**src/hw/rtl/nnue_pkg.sv**
```systemverilog
// nnue_pkg: shared types and constants of the nnue accumulator / screlu evaluation core
// used by all modules of the core; the channel interfaces do not depend on it
package nnue_pkg;

   localparam int FEATURE_COUNT = 768;
   localparam int COLOUR_STRIDE = 64 * 6;
   localparam logic [9:0] SQUARE_FLIP = 10'b00_0011_1000;
   localparam int SLOT_COUNT = 3;
   localparam int DIV_W = 25;

   localparam logic [14:0] CLIP_RESET  = 15'd255;
   localparam logic [9:0]  QUANT_RESET = 10'd64;
   localparam logic [11:0] SCALE_RESET = 12'd400;

   localparam logic [1:0] CSR_CLIP  = 2'd0;
   localparam logic [1:0] CSR_QUANT = 2'd1;
   localparam logic [1:0] CSR_SCALE = 2'd2;

   typedef enum logic [1:0] {ACT_LOAD, ACT_RESET, ACT_UPDATE, ACT_EVAL} action_type;
   typedef enum logic [1:0] {SEL_FW, SEL_FB, SEL_OW, SEL_OB} param_sel_type;
   typedef enum logic [1:0] {OP_NONE, OP_BIAS, OP_UPD, OP_EVAL} dp_op_type;
   typedef enum logic {DIV_SUM, DIV_SCALED} div_sel_type;

   typedef struct packed {
      logic        accept_en;
      dp_op_type   op;
      logic        row_setup;
      logic [1:0]  slot;
      logic        div_start;
      div_sel_type div_sel;
      logic        take_t;
      logic        take_m;
      logic        out_load;
   } dp_cmd_type;

   typedef struct packed {
      logic       accept;
      action_type action;
      logic [SLOT_COUNT-1:0] slot_en;
      logic       busy;
      logic       div_done;
      logic       out_free;
   } dp_status_type;

endpackage

```
**src/hw/rtl/nnue_ctrl.sv**
```systemverilog
// nnue_ctrl: sequencer of the nnue core, walks the hidden index and orders the eval steps
// depends on nnue_pkg for command and status types
module nnue_ctrl #(
   parameter int HIDDEN_SIZE = 256,
   localparam int IDX_W = $clog2(HIDDEN_SIZE)
) (
   input  logic                    clock,
   input  logic                    reset,
   input  nnue_pkg::dp_status_type status,
   output nnue_pkg::dp_cmd_type    cmd,
   output logic [IDX_W-1:0]        cmd_index
);
   typedef enum logic [3:0] {
      ST_IDLE, ST_BIAS, ST_PICK, ST_UPD, ST_EVAL, ST_DRAIN,
      ST_DIV1, ST_MUL, ST_DIV2S, ST_DIV2, ST_OUT
   } state_type;

   state_type        state_ff;
   logic [IDX_W-1:0] idx_ff;
   logic [1:0]       slot_ff;
   logic             last;
   logic             slot_hit;
   logic             slot_end;

   assign last      = idx_ff == IDX_W'(HIDDEN_SIZE - 1);
   assign slot_end  = slot_ff == 2'(nnue_pkg::SLOT_COUNT);
   assign slot_hit  = !slot_end && status.slot_en[slot_ff];
   assign cmd_index = idx_ff;

   always_comb begin
      cmd           = '0;
      cmd.op        = nnue_pkg::OP_NONE;
      cmd.div_sel   = nnue_pkg::DIV_SUM;
      cmd.accept_en = state_ff == ST_IDLE;
      case (state_ff)
         ST_BIAS: cmd.op = nnue_pkg::OP_BIAS;
         ST_PICK: begin
            cmd.row_setup = slot_hit;
            cmd.slot      = slot_ff;
         end
         ST_UPD:   cmd.op = nnue_pkg::OP_UPD;
         ST_EVAL:  cmd.op = nnue_pkg::OP_EVAL;
         ST_DRAIN: cmd.div_start = !status.busy;
         ST_DIV1:  cmd.take_t = status.div_done;
         ST_MUL:   cmd.take_m = 1'b1;
         ST_DIV2S: begin
            cmd.div_start = 1'b1;
            cmd.div_sel   = nnue_pkg::DIV_SCALED;
         end
         ST_OUT:   cmd.out_load = status.out_free;
         default: ;
      endcase
   end

   always_ff @(posedge clock) begin
      if (reset) begin
         state_ff <= ST_IDLE;
         idx_ff   <= '0;
         slot_ff  <= '0;
      end else begin
         case (state_ff)
            ST_IDLE: begin
               idx_ff  <= '0;
               slot_ff <= '0;
               if (status.accept) begin
                  case (status.action)
                     nnue_pkg::ACT_RESET:  state_ff <= ST_BIAS;
                     nnue_pkg::ACT_UPDATE: state_ff <= ST_PICK;
                     nnue_pkg::ACT_EVAL:   state_ff <= ST_EVAL;
                     default:              state_ff <= ST_IDLE;
                  endcase
               end
            end
            ST_BIAS: begin
               idx_ff <= last ? '0 : idx_ff + 1'b1;
               if (last) state_ff <= ST_IDLE;
            end
            ST_PICK: begin
               idx_ff <= '0;
               if (slot_end) begin
                  state_ff <= ST_IDLE;
               end else if (slot_hit) begin
                  state_ff <= ST_UPD;
               end else begin
                  slot_ff <= slot_ff + 2'd1;
               end
            end
            ST_UPD: begin
               idx_ff <= last ? '0 : idx_ff + 1'b1;
               if (last) begin
                  slot_ff  <= slot_ff + 2'd1;
                  state_ff <= ST_PICK;
               end
            end
            ST_EVAL: begin
               idx_ff <= last ? '0 : idx_ff + 1'b1;
               if (last) state_ff <= ST_DRAIN;
            end
            ST_DRAIN: if (!status.busy) state_ff <= ST_DIV1;
            ST_DIV1:  if (status.div_done) state_ff <= ST_MUL;
            ST_MUL:   state_ff <= ST_DIV2S;
            ST_DIV2S: state_ff <= ST_DIV2;
            ST_DIV2:  if (status.div_done) state_ff <= ST_OUT;
            ST_OUT:   if (status.out_free) state_ff <= ST_IDLE;
            default:  state_ff <= ST_IDLE;
         endcase
      end
   end

   a_div_after_drain: assert property (@(posedge clock) disable iff (reset)
      cmd.div_start |-> !status.busy)
      else $error("divider started with accumulation pipeline busy");
   a_no_accept_in_walk: assert property (@(posedge clock) disable iff (reset)
      (cmd.op != nnue_pkg::OP_NONE) |-> !status.accept)
      else $error("transaction accepted during accumulator walk");
   a_out_load_free: assert property (@(posedge clock) disable iff (reset)
      cmd.out_load |-> status.out_free)
      else $error("result loaded while output register full");
endmodule

```
**config.mk**
```make
export PLATFORM = sky130hd
export DESIGN_NAME = nnue_ctrl
export DESIGN_NICKNAME = d
export VERILOG_FILES = /design/src/hw/rtl/nnue_pkg.sv /design/src/hw/rtl/nnue_ctrl.sv
export SDC_FILE = /design/constraint.sdc
export NUM_CORES = 1
export LEC_CHECK = 0
export ABC_CLOCK_PERIOD_IN_PS = 4000
export BUFFER_PORTS_ARGS = -buffer_cell sky130_fd_sc_hd__buf_2
export CAP_MARGIN = 20
export CORE_ASPECT_RATIO = 1.4
export CORE_MARGIN = 1
export CORE_UTILIZATION = 50
export CTS_CLUSTER_SIZE = 40
export DETAILED_ROUTE_END_ITERATION = 10
export PLACE_DENSITY = 0.74
export SETUP_SLACK_MARGIN = 0.5
export SYNTH_ARGS = -nofsm -noshare
export SYNTH_HDL_FRONTEND = slang
export SYNTH_SLANG_ARGS = --single-unit
```
**constraint.sdc**
```tcl
create_clock -name clock -period 4 [get_ports clock]
set_input_delay 0.2 -clock clock [delete_from_list [all_inputs] [get_ports clock]]
set_output_delay 0.2 -clock clock [all_outputs]
set_load 0.01 [all_outputs]
```
==> results of run 1 <==
==> how the worst max path moves through the flow <==
stage,cells past startpoint,from,endpoint,slack [ps]
final,6,state_ff[3],state_ff[1],1820
after global routing,6,state_ff[3],state_ff[1],1610
after CTS,6,state_ff[3],state_ff[1],1830
after detailed placement,6,state_ff[3],state_ff[1],1850
after global placement,6,state_ff[3],state_ff[3],1990
after floorplan,6,cmd_index[0],slot_ff[0],2420
==> final cells by class <==
type                       instances  area (sq um)  area share [%]
timing repair buffer              30           153            12.2
clock buffer                       3          22.5            1.80
sequential                        14           280            22.4
multi-input combinational        112           758            60.7
tap                               22          27.5            2.20
inverter                           2          7.51           0.601
==> synth_stat cells, drive strengths merged, types with 2 or more instances <==
| cell type | instances | area share (%) |
|---|---|---|
| nor2 | 21 | 7.0 |
| dfxtp | 14 | 25 |
| a21oi | 11 | 6.2 |
| nand2 | 11 | 4.3 |
| buf | 9 | 7.0 |
| nor3 | 8 | 3.5 |
| nand2b | 6 | 3.3 |
| and2 | 4 | 2.2 |
| nand3 | 4 | 1.8 |
| xnor2 | 4 | 3.1 |
| a311oi | 3 | 2.3 |
| nand3b | 3 | 2.0 |
| o21ai | 3 | 1.3 |
| xor2 | 3 | 2.3 |
| a211oi | 2 | 1.3 |
| and4 | 2 | 1.6 |
| ha | 2 | 2.2 |
| inv | 2 | 0.67 |
| mux2i | 2 | 1.8 |
| nor3b | 2 | 1.3 |
==> power by group <==
part	internal (mW)	leakage (nW)	switching [mW]
combinational	0.173	0.383	0.195
clock	0.0351	0.0138	0.0463
sequential	0.161	0.114	0.0839
total	0.369	0.510	0.325
==> kinds of logic after synthesis <==
group	synth area share, %
muxes	1.77
and+or+nand+nor	36.9
AOI/OAI and AO/OA	20.8
adders and majority gates	2.22
xor gates and xnor gates	5.43
DFF	24.8
buffers and inverters	7.98
==> registers in the layout, indices dropped and copies added, names as in the netlist <==
register and count:
cmd_index 8, slot_ff 2, state_ff 4
==> metrics by stage <==
stage                     power [mW]  hold WS [ps]  std cells  instance area (sq um)  utilization (%)
after floorplan                0.561           491        138                   1130                -
after global placement         0.601           495        180                   1230             57.0
after detailed placement       0.614           497        180                   1230             57.0
after CTS                      0.696           195        183                   1250             58.0
after global routing           0.751           209        183                   1250             58.0
final                          0.695           199        183                   1250             58.0
==> worst reg2reg max path: stages (launching register included) <==
cell,delay (ps)
dfxtp_1,840
nand2b_1,330
a21oi_1,70
nor4bb_1,300
buf_4,220
a21oi_2,70
a311oi_1,270
==> layer usage <==
layer,routed length [microns],share of wire (%)
met5,0,0
met4,57,2.3
met3,100,4.1
met2,1180,48
met1,1120,46
==> key figures, run 1 <==
Clocking
  • Clk slew on worst S/H paths: 80 ps
  • Post-CTS setup repair buffer count: 0
  • CTS Hold Bufs: 0
  • Post-CTS Resized: 0
  • H-Tree Depth: 1
  • CTS tree: yes
  • CTS max path bufs: 2
  • Clock sink count: 14
  • CTS Root Cell: clkbuf_4
  • Clk_lat worst skew: 290 ps
  • TritonCTS Buffers: 3

Finish
  • Commonest non-fill, non-tap cell in the layout: buf_2
  • Antenna fix cells: 0
  • Fillers: 207
  • # nets final: 176
  • Layout area overhead: 10.6%
  • Most frequent cells in the layout: buf_2, nor2_1, dfxtp_1
  • Fraction of layout cells with a size suffix above 1: 28.0%

Timing
  • Tightest Pin Transition: 807 ps
  • Period utilization: 54.6%
  • Unrepaired setup endpoints after global routing: no
  • Max-slew headroom at the worst pin: 46.1%
  • Clk_skew: 0.643 ps
  • Slew Limit Fails: 0
  • PnR worst setup slack: 1820 ps
  • TNS Setup: 0 ps
  • Final Hold Vio Count: 0
  • Max frequency: 0.458 GHz
  • Crit path time final: 2180 ps
  • Final setup fails: 0

Run
  • Max-cap violations: 0

Synthesis
  • Ys async rst share: 0%
  • Post-synth top flop: dfxtp_1
  • Seq/Total Area, Yosys: 24.8%
  • Synthesized Nets: 151
  • Post-Syn Instances: 138
  • Synthesized cell area: 1130 sq um
  • Register bit count reported by yosys: 14
  • Yosys cell types: 47
  • Avg Inst Size Synth: 8.18 sq um
  • EDFF count, synth: 0
  • YS warnings: 0

GRT
  • Largest net degree at the start of global routing: 21
  • Number of global-route vias before repair: 983
  • Met2 Use GR: 38.2%
  • Met1 Track Usage GR: 27.1%
  • Initial antenna violation count: 0
  • Met3 Track Usage GR: 2.49%
  • Total gr overflow: 0
  • Global Route Usage Sum: 22.1%
  • Global-route wire length before repair: 4250 microns
  • Most Used Layer, Global Route: met2

Place
  • Dpl hpwl: 1830 microns
  • Place WS: 1850 ps
  • Number of port buffers: 29
  • Gpl congestion: 0.858

Critical path
  • RR Startpoint: state_ff[3]
  • Reg2reg path depth: 6
  • Crit-path cells: nand2b_1 > a21oi_1 > nor4bb_1 > buf_4 > a21oi_2 > a311oi_1
  • Worst reg2reg path endpoint: state_ff[1]
  • Worst setup SP type: flop
  • Crit path max fanout: 18
  • Max incr delay on CP: 840 ps
  • CP max-delay cell: dfxtp_1
  • Delay-heaviest family, CP: flip-flops
  • Crit end category: flop
  • Critical Path RT: 4200 ps
  • WP buf/inv: 1
  • Crit path DAT: 2380 ps
  • CP Class: flop to flop
  • Reg2Reg Setup Slack: 1820 ps

Detailed routing
  • Antenna viol nets, final: 0
  • Via count: 1062
  • Drt wl/cell: 13.4 microns
  • DRT Pass-1 Iters: 4
  • # DRC: 0
  • DRT Wirelength: 2460 microns
  • Initial DRC Count: 21
  • Vias/cell: 5.80

Hold path
  • Cell count of the worst hold path: 2
  • WHS Endpoint: slot_ff[1]
  • Hold Startpoint: reset
  • Hold WC Path Type: input port to flop

Pwr
  • Static Leakage: 0.510 nW
  • VDD IR max: 0.251 mV
  • Pwr per Cell Area: 556 nW/um^2

Die
  • Die width: 42.2 microns
  • Row count: 20
  • Core Area: 2150 sq um
  • I/O pin cnt: 30
  • Die Area: 2450 sq um
  • Die Ht: 58.2 microns
  • Starting density of the core: 52.4%

Run status
  • Run status: completed
Note: power is estimated with default switching activity, not from simulation.
==> run 2, diff against run 1 <==
--- a/config.mk
+++ b/config.mk
@@ -5,7 +5,7 @@
 export SDC_FILE = /design/constraint.sdc
 export NUM_CORES = 1
 export LEC_CHECK = 0
-export ABC_CLOCK_PERIOD_IN_PS = 4000
+export ABC_CLOCK_PERIOD_IN_PS = 2050
 export BUFFER_PORTS_ARGS = -buffer_cell sky130_fd_sc_hd__buf_2
 export CAP_MARGIN = 20
 export CORE_ASPECT_RATIO = 1.4
==> constraint.sdc (replaced) <==
create_clock -name clock -period 2.05 [get_ports clock]
set_input_delay 0.1025 -clock clock [delete_from_list [all_inputs] [get_ports clock]]
set_output_delay 0.1025 -clock clock [all_outputs]
set_load 0.01 [all_outputs]
==> key figures, run 2 (same netlist as run 1, synthesis figures left out) <==
Place
  • Number of port buffers: 29 (unchanged)
  • Dpl hpwl: 1900 microns (was 1830 microns)
  • Placed Instance Area: 1260 sq um (was 1230 sq um)
  • Gpl congestion: 0.892 (was 0.858)

Timing
  • Tightest Pin Transition: 361 ps (was 807 ps)
  • Max frequency: 0.603 GHz (was 0.458 GHz)
  • Max-slew headroom at the worst pin: 75.7% (was 46.1%)
  • Final setup fails: 0 (unchanged)
  • Slew Limit Fails: 0 (unchanged)
  • Clk_skew: 0.764 ps (was 0.643 ps)
  • Crit path time final: 1660 ps (was 2180 ps)
  • Final Hold Vio Count: 0 (unchanged)
  • Period utilization: 81.0% (was 54.6%)
  • Hold WS: 133 ps (was 199 ps)
  • Unrepaired setup endpoints after global routing: yes (was no)
  • TNS Setup: 0 ps (unchanged)

Run
  • Max-cap violations: 0 (unchanged)

Die
  • Die width: 42.2 microns (unchanged)
  • I/O pin cnt: 30 (unchanged)
  • Starting density of the core: 52.4% (unchanged)
  • Die Ht: 58.2 microns (unchanged)
  • Die Area: 2450 sq um (unchanged)
  • Core Area: 2150 sq um (unchanged)
  • Row count: 20 (unchanged)

Pwr
  • Combinational share of power: 68.7% (was 53.0%)
  • Sw power: 846 uW (was 325 uW)
  • Seq pwr share: 21.6% (was 35.3%)
  • Sw frac: 42.8% (was 46.8%)
  • VDD IR max: 0.769 mV (was 0.251 mV)
  • Static Leakage: 0.688 nW (was 0.510 nW)
  • Internal Dissipation: 1.13 mW (was 369 uW)
  • Pwr per Cell Area: 1180 nW/um^2 (was 556 nW/um^2)
  • Overall power: 1.98 mW (was 695 uW)
  • Clk pwr share: 9.7% (was 11.7%)

Clocking
  • Clock sink count: 14 (unchanged)
  • CTS Root Cell: clkbuf_4 (unchanged)
  • CTS max path bufs: 2 (unchanged)
  • CTS tree: yes (unchanged)
  • Clk_lat worst skew: 270 ps (was 290 ps)
  • Clk slew on worst S/H paths: 80 ps (about the same)
  • TritonCTS Buffers: 3 (unchanged)
  • H-Tree Depth: 1 (unchanged)

Detailed routing
  • Drt wl/cell: 16.7 microns (was 13.4 microns)
  • Initial DRC Count: 33 (was 21)
  • DRT Pass-1 Iters: 6 (was 4)
  • Via count: 1243 (was 1062)
  • # DRC: 0 (unchanged)
  • Antenna viol nets, final: 0 (unchanged)
  • Vias/cell: 6.03 (was 5.80)
  • DRT Wirelength: 3450 microns (was 2460 microns)

Hold path
  • Hold WC Path Type: input port to flop (unchanged)

Finish
  • Final Instance Area: 1670 sq um (was 1250 sq um)
  • Post-layout util: 77.7% (was 58.0%)
  • # nets final: 198 (was 176)
  • Fraction of layout cells with a size suffix above 1: 55.4% (was 28.0%)
  • Layout area overhead: 48.1% (was 10.6%)
  • Fillers: 140 (was 207)
  • Antenna fix cells: 0 (unchanged)
  • Max FFs per register: 8 (unchanged)
  • Most frequent cells in the layout: buf_2, nor2_1, buf_4 (was buf_2, nor2_1, dfxtp_1)
  • Commonest non-fill, non-tap cell in the layout: buf_2 (unchanged)

Critical path
  • CP Class: flop to flop (unchanged)
  • Critical Path RT: 2220 ps (was 4200 ps)
  • Worst setup SP type: flop (unchanged)
  • Crit path DAT: 1830 ps (was 2380 ps)
  • Crit path max fanout: 8 (was 18)
  • Crit end category: flop (unchanged)

GRT
  • Global Route Usage Sum: 23.2% (was 22.1%)
  • Largest net degree at the start of global routing: 15 (was 21)
  • Global-route wire length before repair: 4460 microns (was 4250 microns)
  • Initial antenna violation count: 0 (unchanged)
  • Total gr overflow: 0 (unchanged)
  • Number of global-route vias before repair: 1037 (was 983)

Run status
  • Run status: completed (unchanged)
run 2: metrics by stage:
step / cells / worst slack, ps
after global routing: 206 / 317
after global placement: 184 / 365
after detailed placement: 184 / 300
final: 206 / 390
after CTS: 194 / 451
after floorplan: 138 / 547
run 2: power groups by stage:
stage,registers [mW],clock network (mW),logic (mW)
floorplan,0.355,0,0.750
global placement,0.397,0,0.829
detailed placement,0.402,0,0.845
CTS,0.427,0.198,0.969
global route,0.434,0.208,1.43
finish,0.428,0.192,1.36
run 2: layout make-up:
type	instances	area [sq um]	area share [%]
multi-input combinational	113	906	54.2
timing repair buffer	51	392	23.4
sequential	14	303	18.1
clock buffer	4	36.3	2.17
tap	22	27.5	1.65
inverter	2	7.51	0.449
run 2: what timing repair did:
action,in CTS,in global routing
pin swaps,11,18
setup buffers,6,10
resized for setup,27,30
setup endpoints to repair,19,17
cloned,0,2
hold buffers,0,0
run 2: worst max-delay path, cell delays in order (launching register included):
cell	delay (ps)
dfxtp_4	400
buf_6	150
nand3b_1	140
a21oi_2	90
nor4bb_4	290
buf_6	180
a21oi_2	60
a311oi_1	250
run 2: final timing paths:
path / start / to / slack, ps / cells after the start
setup reg to reg: state_ff[1] / state_ff[3] / 390 / 7
hold reg to reg: slot_ff[1] / slot_ff[1] / 510 / 2
hold / removal: reset / state_ff[0] / 130 / 2
setup / recovery: state_ff[1] / state_ff[3] / 390 / 7
run 2: routing by layer:
layer  track usage, %  share of wire (%)
met3             3.43                4.2
met1             25.6                 38
met4             9.38                3.8
met2             43.8                 54
met5                0                  0
==> run 3, diff against run 2 <==
--- a/config.mk
+++ b/config.mk
@@ -5,15 +5,15 @@
 export SDC_FILE = /design/constraint.sdc
 export NUM_CORES = 1
 export LEC_CHECK = 0
-export ABC_CLOCK_PERIOD_IN_PS = 2050
+export ABC_CLOCK_PERIOD_IN_PS = 1400
 export BUFFER_PORTS_ARGS = -buffer_cell sky130_fd_sc_hd__buf_2
 export CAP_MARGIN = 20
 export CORE_ASPECT_RATIO = 1.4
 export CORE_MARGIN = 1
-export CORE_UTILIZATION = 50
+export CORE_UTILIZATION = 47
 export CTS_CLUSTER_SIZE = 40
 export DETAILED_ROUTE_END_ITERATION = 10
-export PLACE_DENSITY = 0.74
+export PLACE_DENSITY = 0.73
 export SETUP_SLACK_MARGIN = 0.5
 export SYNTH_ARGS = -nofsm -noshare
 export SYNTH_HDL_FRONTEND = slang
==> constraint.sdc (replaced) <==
create_clock -name clock -period 1.4 [get_ports clock]
set_input_delay 0.07 -clock clock [delete_from_list [all_inputs] [get_ports clock]]
set_output_delay 0.07 -clock clock [all_outputs]
set_load 0.01 [all_outputs]
==> key figures, run 3 <==
Run status
  • Failing step: 5_1_grt
  • Log Error: [ERROR DPL-0033] detailed placement checks failed during check placement.
  • Run status: aborted with a tool error (was completed)

Synthesis
  • Top-area cell type share of the netlist area: 24.8% (unchanged)
  • Leading area contributor after synthesis: dfxtp_1 (unchanged)
  • Most frequent cell after synthesis: nor2_1 (unchanged)
  • Post-synth top flop: dfxtp_1 (unchanged)
  • Synthesized Nets: 151 (unchanged)
  • Synthesized cell area: 1130 sq um (unchanged)
  • Seq/Total Area, Yosys: 24.8% (unchanged)
  • YS warnings: 0 (unchanged)
  • Synth top cells by count: nor2_1, dfxtp_1, nand2_1, nor3_1, a21oi_1 (unchanged)
  • Ys async rst share: 0% (unchanged)
  • Yosys cell types: 47 (unchanged)
  • Post-Syn Instances: 138 (unchanged)
  • Avg Inst Size Synth: 8.18 sq um (unchanged)
  • Leading post-synthesis cells by cell area: dfxtp_1, nor2_1, buf_6, nor3_1, nand2_1 (unchanged)
  • Register bit count reported by yosys: 14 (unchanged)
  • EDFF count, synth: 0 (unchanged)

Die
  • Starting density of the core: 50.7% (was 52.4%)
  • Die Ht: 60.0 microns (was 58.2 microns)
  • I/O pin cnt: 30 (unchanged)
  • Row count: 20 (unchanged)
  • Die width: 43.4 microns (was 42.2 microns)

Place
  • Number of port buffers: 29 (unchanged)
  • Dpl hpwl: 2410 microns (was 1900 microns)
  • Post-Place Cells: 211 (was 184)
  • Gpl congestion: 0.824 (was 0.892)

Clocking
  • CTS Hold Bufs: 0 (unchanged)
  • CTS max path bufs: 2 (unchanged)
  • H-Tree Depth: 1 (unchanged)
  • TritonCTS Buffers: 3 (unchanged)
  • CTS Root Cell: clkbuf_4 (unchanged)
  • Clock sink count: 14 (unchanged)

Timing
  • Worst EP Category: register data pin
  • Post-GRT worst EP: state_ff[0]$_SDFFE_PP0P_/D

GRT
  • Largest net degree at the start of global routing: 11
  • Initial antenna violation count: 0
==> run 3: kinds of logic after synthesis <==
family                     Yosys count  share of synthesized area, %
and+or+nand+nor                     73                          36.9
muxes                                2                          1.77
buffers and inverters               12                          7.98
adders and majority gates            2                          2.22
AOI/OAI and AO/OA                   28                          20.8
xor gates and xnor gates             7                          5.43
DFF                                 14                          24.8
==> run 3: repair_timing <==
action                                 in CTS
gates resized for setup                    67
gates cloned                                1
buffers inserted                           19
setup endpoints to repair                  32
pin swaps                                  19
endpoints found under the hold margin       0
==> run 3: through the flow <==
stage / setup slack [ps] / cell area (sq um)
after detailed placement: -330 / 1520
after floorplan: -80.9 / 1190
after CTS: -207 / 1990
after global placement: -242 / 1520
==> run 4, diff against run 3 <==
==> config.mk (replaced) <==
export PLATFORM = sky130hd
export DESIGN_NAME = nnue_ctrl
export DESIGN_NICKNAME = d
export VERILOG_FILES = /design/src/hw/rtl/nnue_pkg.sv /design/src/hw/rtl/nnue_ctrl.sv
export SDC_FILE = /design/constraint.sdc
export NUM_CORES = 1
export LEC_CHECK = 0
export ABC_CLOCK_PERIOD_IN_PS = 1800
export BUFFER_PORTS_ARGS = -buffer_cell sky130_fd_sc_hd__buf_2
export CAP_MARGIN = 20
export CORE_AREA = 2 2 63 65
export DETAILED_ROUTE_END_ITERATION = 10
export DIE_AREA = 0 0 65 67
export PLACE_DENSITY_LB_ADDON = 0.15
export SYNTH_ARGS = -nofsm -noshare
export SYNTH_HDL_FRONTEND = slang
export SYNTH_SLANG_ARGS = --single-unit
==> constraint.sdc (replaced) <==
create_clock -name clock -period 1.8 [get_ports clock]
set_input_delay 0.09 -clock clock [delete_from_list [all_inputs] [get_ports clock]]
set_output_delay 0.09 -clock clock [all_outputs]
set_load 0.01 [all_outputs]
==> key figures, run 4 (same netlist as run 1, synthesis figures left out) <==
Critical path
  • Max incr delay on CP: 390 ps
  • Crit path max fanout: 8
  • Crit-path cells: and3b_1 > o21ai_1 > nor4bb_2 > buf_4 > a21oi_2 > a311oi_1
  • Reg2reg path depth: 6
  • CP Class: flop to flop
  • Worst setup SP type: flop
  • Reg2Reg Setup Slack: 110 ps
  • Crit path DAT: 1840 ps
  • Crit end category: flop
  • CP max-delay cell: dfxtp_1
  • CP startpoint: state_ff[3]
  • Critical Path RT: 1950 ps
  • Worst reg2reg path endpoint: state_ff[3]
  • RR Startpoint: state_ff[3]

Timing
  • Slew Limit Fails: 0
  • Unrepaired setup endpoints after global routing: no
  • Clk_skew: 3.80 ps
  • Tightest Pin Transition: 353 ps
  • Final setup fails: 0
  • Hold WS: 153 ps
  • Max frequency: 0.593 GHz
  • Final Hold Vio Count: 0
  • TNS Setup: 0 ps
  • Period utilization: 93.7%
  • Crit path time final: 1690 ps
  • Max-slew headroom at the worst pin: 76.5%

Place
  • Post-Place Cells: 214 (was 211)
  • Placed Instance Area: 1320 sq um (was 1520 sq um)
  • Dpl hpwl: 2230 microns (was 2410 microns)
  • Gpl congestion: 0.736 (was 0.824)
  • Number of port buffers: 29 (unchanged)

Die
  • Die Ht: 67 microns (was 60.0 microns)
  • Row count: 22 (was 20)
  • Die Area: 4360 sq um
  • Die width: 65 microns (was 43.4 microns)
  • I/O pin cnt: 30 (unchanged)
  • Starting density of the core: 31.3% (was 50.7%)
  • Core Area: 3610 sq um

Run status
  • Run status: completed (was aborted with a tool error)

Pwr
  • VDD IR max: 0.687 mV
  • Pwr per Cell Area: 1290 nW/um^2
  • Overall power: 1.79 mW
  • Static Leakage: 0.569 nW

Finish
  • Fin cells: 218
  • Layout area overhead: 23.2%
  • Fraction of layout cells with a size suffix above 1: 35.3%
  • Antenna fix cells: 0
  • Most frequent cells in the layout: buf_2, nor2_1, nand2_1, dfxtp_1, buf_4
  • Final Instance Area: 1390 sq um
  • # nets final: 184
  • Max FFs per register: 8
  • Commonest non-fill, non-tap cell in the layout: buf_2

Clocking
  • CTS tree: yes
  • CTS max path bufs: 2 (unchanged)
  • TritonCTS Buffers: 3 (unchanged)
  • Clk slew on worst S/H paths: 60 ps
  • CTS Root Cell: clkbuf_8 (was clkbuf_4)
  • H-Tree Depth: 1 (unchanged)
  • Clock sink count: 14 (unchanged)
  • Clk_lat worst skew: 250 ps
  • Post-CTS setup repair buffer count: 0 (was 19)

GRT
  • Initial antenna violation count: 0
  • Total gr overflow: 0
  • Global Route Usage Sum: 14.1%
  • Number of global-route vias before repair: 1020
  • Global-route wire length before repair: 4750 microns
  • Largest net degree at the start of global routing: 14

Hold path
  • Hold Startpoint: reset
  • WHS Endpoint: slot_ff[1]
  • Hold WC Path Type: input port to flop
  • Cell count of the worst hold path: 2

Detailed routing
  • Metal3 WL: 104 microns
  • Met1 WL: 1440 microns
  • DRT Wirelength: 2850 microns
  • WL met2: 1280 microns
  • Vias/cell: 4.91
  • Initial DRC Count: 55
  • # DRC: 0
  • Drt wl/cell: 13.1 microns
  • Uppermost routed layer: met4
  • Antenna viol nets, final: 0
  • Via count: 1071
  • DRT Pass-1 Iters: 4

Run
  • Max-cap violations: 0
==> run 4: worst max-delay path by stage <==
stage,to,cells past startpoint
6_report,state_ff[3],6
5_1_grt,state_ff[3],7
4_1_cts,cmd[4],5
3_5_place_dp,state_ff[3],6
3_3_place_gp,state_ff[2],6
2_1_floorplan,slot_ff[0],6
==> run 4: repair_timing <==
action,in CTS,in global routing
gates resized for setup,2,4
hold buffers,0,0
setup endpoints to repair,1,7
==> run 4: stage by stage <==
step                      worst slack [ps]  util (%)
after global routing                  19.9      38.5
after CTS                             32.7      38.2
after floorplan                        220         -
after global placement                61.5      36.6
final                                  113      38.5
after detailed placement              27.1      36.6
==> run 4: metal layers <==
layer  track usage, %  vias to the layer above
met5                0                        -
met4             4.79                        0
met3             2.20                        4
met1             18.8                      484
met2             22.9                       25
li1                 -                      558
==> run 4: power by group <==
part | switching (mW) | total, mW | internal [mW]
Combinational | 0.555 | 1.02 | 0.462
Sequential | 0.101 | 0.468 | 0.366
Clock | 0.116 | 0.309 | 0.194
==> run 4: worst max-delay path: cells and delay by family (launching register included) <==
kind | cells | cell delay [ps]
compound gates | 3 | 450
buf+inv | 1 | 220
flops | 1 | 390
simple gates | 2 | 520
==> run 4: final cells by class <==
type / count / area, sq um
clock buffer: 4 / 55.1
inverter: 2 / 7.51
tap: 48 / 60.1
sequential: 14 / 285
fill: 384 / 2220
timing repair buffer: 38 / 213
multi-input combinational: 112 / 769
